==> src/assert_macros.svh <==
// ----------------------------------------------------------------------------
// Assertion macros
// Shared concurrent assertion forms used by the range masking RTL.
// ----------------------------------------------------------------------------
`ifndef ASSERT_MACROS_SVH
`define ASSERT_MACROS_SVH

// Same-cycle implication, disabled while reset is asserted.
`define ASSERT_IMPL(label, clk, rst_n, ante, cons) \
    label: assert property (@(posedge clk) disable iff (!rst_n) (ante) |-> (cons)) \
        else $error("assertion failed");

// Next-cycle implication, disabled while reset is asserted.
`define ASSERT_NEXT(label, clk, rst_n, ante, cons) \
    label: assert property (@(posedge clk) disable iff (!rst_n) (ante) |=> (cons)) \
        else $error("assertion failed");

`endif

==> src/rpmq_pkg.sv <==
// ----------------------------------------------------------------------------
// rpmq_pkg
// Constants, types and register map of the range pixel masking quantizer.
// ----------------------------------------------------------------------------
`default_nettype none

package rpmq_pkg;

    localparam int MASK_WIDTH  = 512;
    localparam int MASK_HEIGHT = 512;
    localparam int RANGE_SCALE = 1024;

    localparam int MASK_BITS = MASK_WIDTH * MASK_HEIGHT;
    localparam int MASK_AW   = $clog2(MASK_BITS);

    localparam int FRAME_MAX = 512;
    localparam int COL_W     = 9;
    localparam int ROW_W     = 16;
    localparam int POS_W     = 9;
    localparam int FW_W      = 10;
    localparam int SNR_W     = 24;
    localparam int THR_W     = 23;
    localparam int LIM_W     = 31;
    localparam int RNG_W     = 32;
    localparam int OUT_W     = 16;
    localparam int WADDR_W   = 18;

    localparam int PX_W   = COL_W + POS_W;
    localparam int PY_W   = ROW_W + POS_W;
    localparam int MX_W   = PX_W + 1;
    localparam int MY_W   = PY_W + 1;
    localparam int MWC_W  = $clog2(MASK_WIDTH + 1);
    localparam int ADDR_W = MY_W + MWC_W + 1;

    localparam int RS_W     = $clog2(RANGE_SCALE + 1);
    localparam int QP_W     = LIM_W + RS_W + 1;
    localparam int Q_SHIFT  = 16;
    localparam int Q_ROUND  = 32768;
    localparam int Q_MAX    = 65535;

    localparam int CFG_NUM = 8;
    localparam int CFG_DW  = 32;
    localparam int CFG_AW  = $clog2(CFG_NUM * 4);
    localparam int CFG_IW  = $clog2(CFG_NUM);

    typedef enum logic [CFG_IW-1:0] {
        REG_START_ROW   = 3'd0,
        REG_START_COL   = 3'd1,
        REG_STEP_ROW    = 3'd2,
        REG_STEP_COL    = 3'd3,
        REG_FRAME_WIDTH = 3'd4,
        REG_DISABLE     = 3'd5,
        REG_SNR_THR     = 3'd6,
        REG_RANGE_LIMIT = 3'd7
    } t_cfg_idx;

    typedef struct packed {
        logic [POS_W-1:0] start_row;
        logic [POS_W-1:0] start_col;
        logic [POS_W-1:0] step_row;
        logic [POS_W-1:0] step_col;
        logic [FW_W-1:0]  frame_width;
        logic             disable_masking;
        logic [THR_W-1:0] snr_threshold;
        logic [LIM_W-1:0] range_limit;
    } t_cfg;

    localparam logic [POS_W-1:0] RST_START_ROW   = '0;
    localparam logic [POS_W-1:0] RST_START_COL   = '0;
    localparam logic [POS_W-1:0] RST_STEP_ROW    = POS_W'(1);
    localparam logic [POS_W-1:0] RST_STEP_COL    = POS_W'(1);
    localparam logic [FW_W-1:0]  RST_FRAME_WIDTH = FW_W'(512);
    localparam logic             RST_DISABLE     = 1'b0;
    localparam logic [THR_W-1:0] RST_SNR_THR     = '0;
    localparam logic [LIM_W-1:0] RST_RANGE_LIMIT = '1;

    localparam logic ACT_PIXEL = 1'b0;
    localparam logic ACT_WRITE = 1'b1;

endpackage

`default_nettype wire

==> src/rpmq_cfg.sv <==
// ----------------------------------------------------------------------------
// rpmq_cfg
// APB register file holding the masking and mapping configuration.
// ----------------------------------------------------------------------------
`default_nettype none

module rpmq_cfg import rpmq_pkg::*; (
    input  wire logic              i_clk,
    input  wire logic              i_rst_n,
    input  wire logic              psel,
    input  wire logic              penable,
    input  wire logic              pwrite,
    input  wire logic [CFG_AW-1:0] paddr,
    input  wire logic [CFG_DW-1:0] pwdata,
    output logic      [CFG_DW-1:0] prdata,
    output logic                   pready,
    output t_cfg                   o_cfg
);

    t_cfg     r_cfg;
    t_cfg_idx idx;
    logic     wr;

    assign idx    = t_cfg_idx'(paddr[CFG_AW-1:2]);
    assign wr     = psel && penable && pwrite;
    assign pready = 1'b1;
    assign o_cfg  = r_cfg;

    always_ff @(posedge i_clk) begin
        if (!i_rst_n) begin
            r_cfg.start_row       <= RST_START_ROW;
            r_cfg.start_col       <= RST_START_COL;
            r_cfg.step_row        <= RST_STEP_ROW;
            r_cfg.step_col        <= RST_STEP_COL;
            r_cfg.frame_width     <= RST_FRAME_WIDTH;
            r_cfg.disable_masking <= RST_DISABLE;
            r_cfg.snr_threshold   <= RST_SNR_THR;
            r_cfg.range_limit     <= RST_RANGE_LIMIT;
        end else if (wr) begin
            case (idx)
                REG_START_ROW:   r_cfg.start_row       <= pwdata[POS_W-1:0];
                REG_START_COL:   r_cfg.start_col       <= pwdata[POS_W-1:0];
                REG_STEP_ROW:    r_cfg.step_row        <= pwdata[POS_W-1:0];
                REG_STEP_COL:    r_cfg.step_col        <= pwdata[POS_W-1:0];
                REG_FRAME_WIDTH: r_cfg.frame_width     <= pwdata[FW_W-1:0];
                REG_DISABLE:     r_cfg.disable_masking <= pwdata[0];
                REG_SNR_THR:     r_cfg.snr_threshold   <= pwdata[THR_W-1:0];
                REG_RANGE_LIMIT: r_cfg.range_limit     <= pwdata[LIM_W-1:0];
                default: begin
                end
            endcase
        end
    end

    always_comb begin
        case (idx)
            REG_START_ROW:   prdata = CFG_DW'(r_cfg.start_row);
            REG_START_COL:   prdata = CFG_DW'(r_cfg.start_col);
            REG_STEP_ROW:    prdata = CFG_DW'(r_cfg.step_row);
            REG_STEP_COL:    prdata = CFG_DW'(r_cfg.step_col);
            REG_FRAME_WIDTH: prdata = CFG_DW'(r_cfg.frame_width);
            REG_DISABLE:     prdata = CFG_DW'(r_cfg.disable_masking);
            REG_SNR_THR:     prdata = CFG_DW'(r_cfg.snr_threshold);
            REG_RANGE_LIMIT: prdata = CFG_DW'(r_cfg.range_limit);
            default:         prdata = '0;
        endcase
    end

endmodule

`default_nettype wire

==> config.mk <==
export PLATFORM = sky130hd
export DESIGN_NAME = rpmq_cfg
export DESIGN_NICKNAME = d
export VERILOG_FILES = /design/src/assert_macros.svh /design/src/rpmq_pkg.sv /design/src/rpmq_cfg.sv
export SDC_FILE = /design/constraint.sdc
export NUM_CORES = 1
export LEC_CHECK = 0
export BUFFER_PORTS_ARGS = -buffer_cell sky130_fd_sc_hd__buf_4
export CORE_UTILIZATION = 54
export CTS_BUF_LIST = sky130_fd_sc_hd__clkbuf_4 sky130_fd_sc_hd__clkbuf_8
export DETAILED_ROUTE_END_ITERATION = 16
export HOLD_SLACK_MARGIN = 0.06
export PLACE_DENSITY = 0.95
export SYNTH_ARGS = -nofsm -noshare
export SYNTH_HDL_FRONTEND = slang
export SYNTH_SLANG_ARGS = --single-unit
==> constraint.sdc <==
create_clock -name i_clk -period 4.3 [get_ports i_clk]
set_clock_uncertainty 0.2 [all_clocks]
set_input_delay 0.645 -clock i_clk [delete_from_list [all_inputs] [get_ports i_clk]]
set_output_delay 0.645 -clock i_clk [all_outputs]
set_load 0.005 [all_outputs]
==> results.cfg, run 1 <==
[run_status]
outcome = completed

[critical_path]
cp_cell_sequence = buf_4, nand2_1, o21ai_0, o22a_1, buf_4
crit_type = in -> out
worstPathMaxFanout = 24
reg2reg_from = o_cfg[87]$_SDFFE_PN0P_
start_kind = primary input
cp_common_cell = buf_4
crit_arrival_ns = 2.39
timing.rr.end = o_cfg[87]$_SDFFE_PN0P_
slowest_delay_ns = 0.56
reg2reg_depth = 2
crit_path_top_delay_cell = nand2_1
ff2ff_setup_slack_ns = 3.35
worstSetupEndpointType = primary output
cp.required_ns = 3.45

[sta]
min_period_ns = 3.24
holdWs_ns = 0.272
hold_viol_final = 0
rsz0062_at_grt = false
worst_pin_slew_ns = 1.17
fmax_mhz = 309
fin_crit_sh_pct = 75.3
setup_viol = 0
slew_viol_final = 0
slew_headroom_pct = 21.9
fin_setup_tns_ns = 0

[cts]
clk_pin_slew_ns = 0.08
clockBufferDepth = 2
cts_hold_buf = 0
cts_sinks = 101
htreeDepth = 3
cts-root-buf = clkbuf_8
post_cts_buffers = 0
cts_buffers = 9
cts_tree = built
ctsResizeCount = 0
insertion_delay_ns = 0.36

[synth]
synthCells = 552
synth_top_area_share_pct = 45.2
synth-async-reset-ratio_pct = 0
ys.flop_type = dfxtp_1
synth.area.top_cells = dfxtp_1 45%, nand3_1 13%, nand2_1 10%, mux2i_1 7.2%, o21ai_0 3.5%
synth_warnings = 0
synth_edf_count = 0
yosys.area_share.adder_pct = 0
synth_area_mm2 = 0.00447
yosys.area_share.simple_pct = 28.4
synth_xor_area_share_pct = 0
synth_top_cell_by_area = dfxtp_1
synth_compound_area_share_pct = 12.0
syn_avg_cell_area_um2 = 8.10
synth_top_family_by_area = simple AND/OR/NAND/NOR gates
syn_nets = 594
ys_types = 37
ys_ff_latch = 101
ys_seq_area_share_pct = 45.2
synth_mux_area_share_pct = 7.67

[global_route]
first_global_vias = 4283
track_usage_pct = 31.7
antenna_found_initial = 0
grt_pass1_wl_um = 21300
overflow = 0
grt_max_degree = 112

[final_layout]
largest_reg_flops = 101
areaGrowthSynthToFinish_pct = 30.6
final_cell_area_mm2 = 0.00584
diodes = 0
multiInputGateArea_mm2 = 0.00216
drive_gt1_share_pct = 29.7
fillCellCount = 551
ff_latch_area_mm2 = 0.00202
fin_cells = 792
nets = 727

[die]
fp.dieW_um = 93.0
die_height_um = 93.0
io_pins = 176
std_cell_rows = 32
die_area_mm2 = 0.00864
start_util_pct = 57.0
coreArea_mm2 = 0.00785

[place]
routabilityCongestion = 0.882
hpwl_um = 9720
dp_cells = 776
post_dp_cell_area_mm2 = 0.00561
portBuffers = 170

[worst_hold_path]
holdPathEnd = o_cfg[44]$_SDFFE_PN0P_
hold_path.class = reg -> reg
hold_start = o_cfg[44]$_SDFFE_PN0P_
hold_depth = 2

[power_and_ir_drop]
power_leakage_nw = 2.74
powerDensity_mw_per_mm2 = 310
ir_drop_mv = 0.220

[route]
drtIter0Drc = 481
dr.pass1.iters = 5
drc = 0
wl_per_cell_um = 17.6
ant_nets = 0
dr_total_vias = 4764
wl_um = 13900
viasPerCell = 6.02

[job]
drv_cap = 0
-- worst max-delay path, delay by kind of cell --
family	cells	cell delay [ns]
compound gates	2	0.75
simple gates	1	0.56
buf+inv	2	0.42
-- worst max-delay path by stage --
stage,end,start,slack [ns],cells past startpoint
finish,prdata[7],paddr[3],1.06,5
global route,prdata[7],paddr[3],0.95,5
CTS,prdata[7],paddr[3],1.15,5
detailed placement,prdata[7],paddr[3],1.15,5
global placement,prdata[7],paddr[3],1.19,5
floorplan,prdata[10],paddr[2],1.87,5
-- power by group --
group | leakage (nW) | internal (mW) | switching (mW) | total (mW)
logic | 1.81 | 0.0821 | 0.106 | 0.188
clock network | 0.112 | 0.343 | 0.326 | 0.668
registers | 0.816 | 0.943 | 0.00774 | 0.951
-- stage by stage --
step	setup slack (ns)	util [%]	power, mW
after floorplan	1.87	-	1.07
after global placement	1.19	71.5	1.15
after detailed placement	1.15	71.5	1.16
after CTS	1.15	74.4	1.80
after global routing	0.951	74.4	1.87
final	1.06	74.4	1.81
-- layout make-up --
class | count | share of cell area [%]
Inverter | 3 | 0.193
Sequential cell | 101 | 34.6
Clock buffer | 10 | 2.36
Timing Repair Buffer | 172 | 22.1
Multi-Input combinational cell | 398 | 37.0
Tap cell | 102 | 2.19
Clock inverter | 6 | 1.48
-- layer usage --
layer | global-route usage (%) | vias up | wire length (µm)
met5 | 0 | - | 0
met2 | 49.6 | 326 | 6620
met3 | 6.83 | 49 | 1360
met1 | 40.9 | 2232 | 5400
li1 | - | 2157 | -
met4 | 17.2 | 0 | 555
-- cell usage after synthesis (2+ instances only) --
cell / count
or2_1: 3
buf_6: 5
o21ai_1: 18
clkbuf_1: 12
o21ai_0: 31
o22a_1: 7
o22ai_1: 7
nor2_1: 21
o311a_1: 5
o21ai_2: 9
dfxtp_1: 101
buf_2: 22
mux2i_1: 32
buf_1: 8
or3_1: 2
and2_1: 8
buf_4: 2
conb_1: 2
nand3_1: 113
a21oi_1: 4
nand2_1: 123
inv_1: 2
-- cells in the final DEF, fill, tap and decap left out, types with 2 or more instances in the layout --
cell / n
a21oi_1: 4
and2_1: 8
buf_4: 172
bufinv_16: 2
clkbuf_8: 10
clkinv_2: 2
conb_1: 2
dfxtp_1: 101
inv_1: 2
mux2i_1: 32
nand2_1: 123
nand3_1: 113
nor2_1: 20
nor2_2: 2
o21ai_0: 31
o21ai_1: 18
o21ai_2: 9
o22a_1: 7
o22ai_1: 7
o311a_1: 5
or2_1: 3
or3_1: 2
-- logic make-up (layout without fill, tap and decap cells) --
group,after synthesis,in the layout
other cells,2,2
mux,33,33
flops,101,101
simple gates,277,277
compound gates,86,86
buf+inv,53,191
(Power assumes the default switching activity.)
==> inputs of run 2 (changes only) <==
- ABC_AREA: unset -> 1
- CORE_UTILIZATION: 54 -> 51
- PLACE_DENSITY: 0.95 -> 0.93
- clock period: 4.3 -> 3.3 ns (I/O delays scaled with it)
==> run 2 against run 1 <==
Against the previous run: via count grew 5.7%; total power grew 27%; hold slack lost 0.12 ns; core utilization shrank 5.8 points; sequential share of layout area shrank 1.0 points; die area grew 9.5%; area after synthesis grew 3.6%; first-iteration DRC count shrank 8.7%; non-clock buffer count grew 3; cell count grew 15%; routed wire length grew 3.5%; critical path depth grew 2; critical endpoint unchanged; largest cell class unchanged; largest power group unchanged.
==> results.cfg, run 2 <==
[run_status]
outcome = completed

[sta]
fmax_mhz = 371
fin_setup_tns_ns = 0
slew_viol_final = 0
fin_crit_sh_pct = 81.7
min_period_ns = 2.69
hold_viol_final = 0
setup_viol = 0
worst_pin_slew_ns = 0.944
rsz0062_at_grt = false
slew_headroom_pct = 37.1

[cts]
cts_buffers = 9
clk_pin_slew_ns = 0.09
clockBufferDepth = 2
cts_sinks = 101
htreeDepth = 3
insertion_delay_ns = 0.35
cts-root-buf = clkbuf_8
cts_hold_buf = 0
ctsResizeCount = 0
cts_tree = built
post_cts_buffers = 0

[final_layout]
final_common_cell = buf_4
final_cell_area_mm2 = 0.00601
fillCellCount = 752
diodes = 0
areaGrowthSynthToFinish_pct = 29.8
final_cell_mix = 175 x buf_4, 136 x nor2_1, 104 x nand2_1
largest_reg_flops = 101
utilization_pct = 68.6
nets = 840
drive_gt1_share_pct = 26.4
fin_cells = 911

[synth]
synth.area.top_cells = dfxtp_1 44%, nor2_1 11%, nand2_1 8.4%, o21ai_0 6.5%, nand4_1 5.1%
synth-async-reset-ratio_pct = 0
ys.flop_type = dfxtp_1
ys_ff_latch = 101
synth_area_mm2 = 0.00463
synth_top_area_share_pct = 43.7
synth_top_cell_by_area = dfxtp_1
ys_types = 22
yosysMostFrequentCell = nor2_1
ys_seq_area_share_pct = 43.7
synthCells = 662
syn_nets = 704
synth_edf_count = 0
synthTopCellsByCount = 136 x nor2_1, 104 x nand2_1, 101 x dfxtp_1
syn_avg_cell_area_um2 = 7.00
synth_warnings = 0

[worst_hold_path]
hold_start = pwdata[23]
hold_path.class = in -> reg

[die]
start_util_pct = 52.8
std_cell_rows = 34
io_pins = 176
coreArea_mm2 = 0.00876
die_area_mm2 = 0.00946
die_height_um = 97.3
fp.dieW_um = 97.3

[route]
dr.pass1.iters = 5
ant_nets = 0
dr_total_vias = 5035
wl_um = 14400
drc = 0
wl_per_cell_um = 15.8
viasPerCell = 5.53
drtIter0Drc = 439

[critical_path]
crit_type = in -> out
worstPathMaxFanout = 42
crit_arrival_ns = 2.00
worstSetupEndpointType = primary output
critPathLaunch = paddr[3]
start_kind = primary input
reg2reg_from = o_cfg[82]$_SDFFE_PN0P_
cp.required_ns = 2.60

[power_and_ir_drop]
power_leakage_nw = 2.87
powerDensity_mw_per_mm2 = 383
ir_drop_mv = 0.335
power_mw = 2.30

[global_route]
antenna_found_initial = 0
track_usage_pct = 29.7
first_global_vias = 4515
grt_max_degree = 102
grt_pass1_wl_um = 22800
overflow = 0

[place]
routabilityCongestion = 0.977
portBuffers = 170
hpwl_um = 10000
dp_cells = 895
post_dp_cell_area_mm2 = 0.00581

[job]
drv_cap = 0
-- run 2: kinds of logic after synthesis --
family,after synthesis,synth area share [%]
AO/OA/AOI/OAI,88,9.94
flip-flops,101,43.7
AND/OR/NAND/NOR,373,36.5
other,2,0.162
buffers and inverters,98,9.73
-- run 2: final cells by class --
| class | count | area [µm²] | share of cell area, % |
|---|---|---|---|
| Sequential cell | 101 | 2020 | 33.6 |
| Clock buffer | 11 | 145 | 2.41 |
| Tap cell | 108 | 135 | 2.25 |
| Timing Repair Buffer | 175 | 1310 | 21.9 |
| Multi-Input combinational cell | 463 | 2160 | 35.9 |
| Clock inverter | 5 | 57.6 | 0.957 |
| Inverter | 48 | 180 | 3.00 |
-- run 2: worst max-delay path: stages --
cell and delay, ns:
buf_4 0.38, inv_1 0.21, nand3_2 0.35, nor2_1 0.07
nor2_1 0.20, nand3_1 0.12, buf_4 0.15
-- run 2: metrics by stage --
step                setup slack, ns  hold WS (ns)
global placement              0.670         0.264
finish                        0.605         0.153
detailed placement            0.638         0.271
floorplan                      1.29         0.272
CTS                           0.613         0.150
global route                  0.484         0.152
-- run 2: worst paths after layout --
kind                            end  slack (ns)  cells after the start
max                       prdata[7]        0.61                      7
min          o_cfg[23]$_SDFFE_PN1P_        0.15                      3
max reg2reg  o_cfg[82]$_SDFFE_PN0P_        2.37                      2
min reg2reg   o_cfg[4]$_SDFFE_PN1P_        0.29                      2
-- run 2: routing by layer --
metal | part of all wire, % | global-route usage (%) | vias to the layer above | wire length (µm)
met3 | 9.6 | 6.33 | 25 | 1390
met1 | 40 | 37.6 | 2302 | 5780
met4 | 1.7 | 9.05 | 0 | 250
li1 | - | - | 2438 | -
met5 | 0 | 0 | - | 0
met2 | 49 | 50.9 | 270 | 7010
-- run 2: power by group --
| group | total, mW | internal, mW | leakage [nW] | switching [mW] |
|---|---|---|---|---|
| Combinational | 0.242 | 0.0957 | 1.95 | 0.147 |
| Clock | 0.814 | 0.384 | 0.108 | 0.431 |
| Sequential | 1.25 | 1.23 | 0.817 | 0.0133 |
| Total | 2.30 | 1.71 | 2.87 | 0.591 |
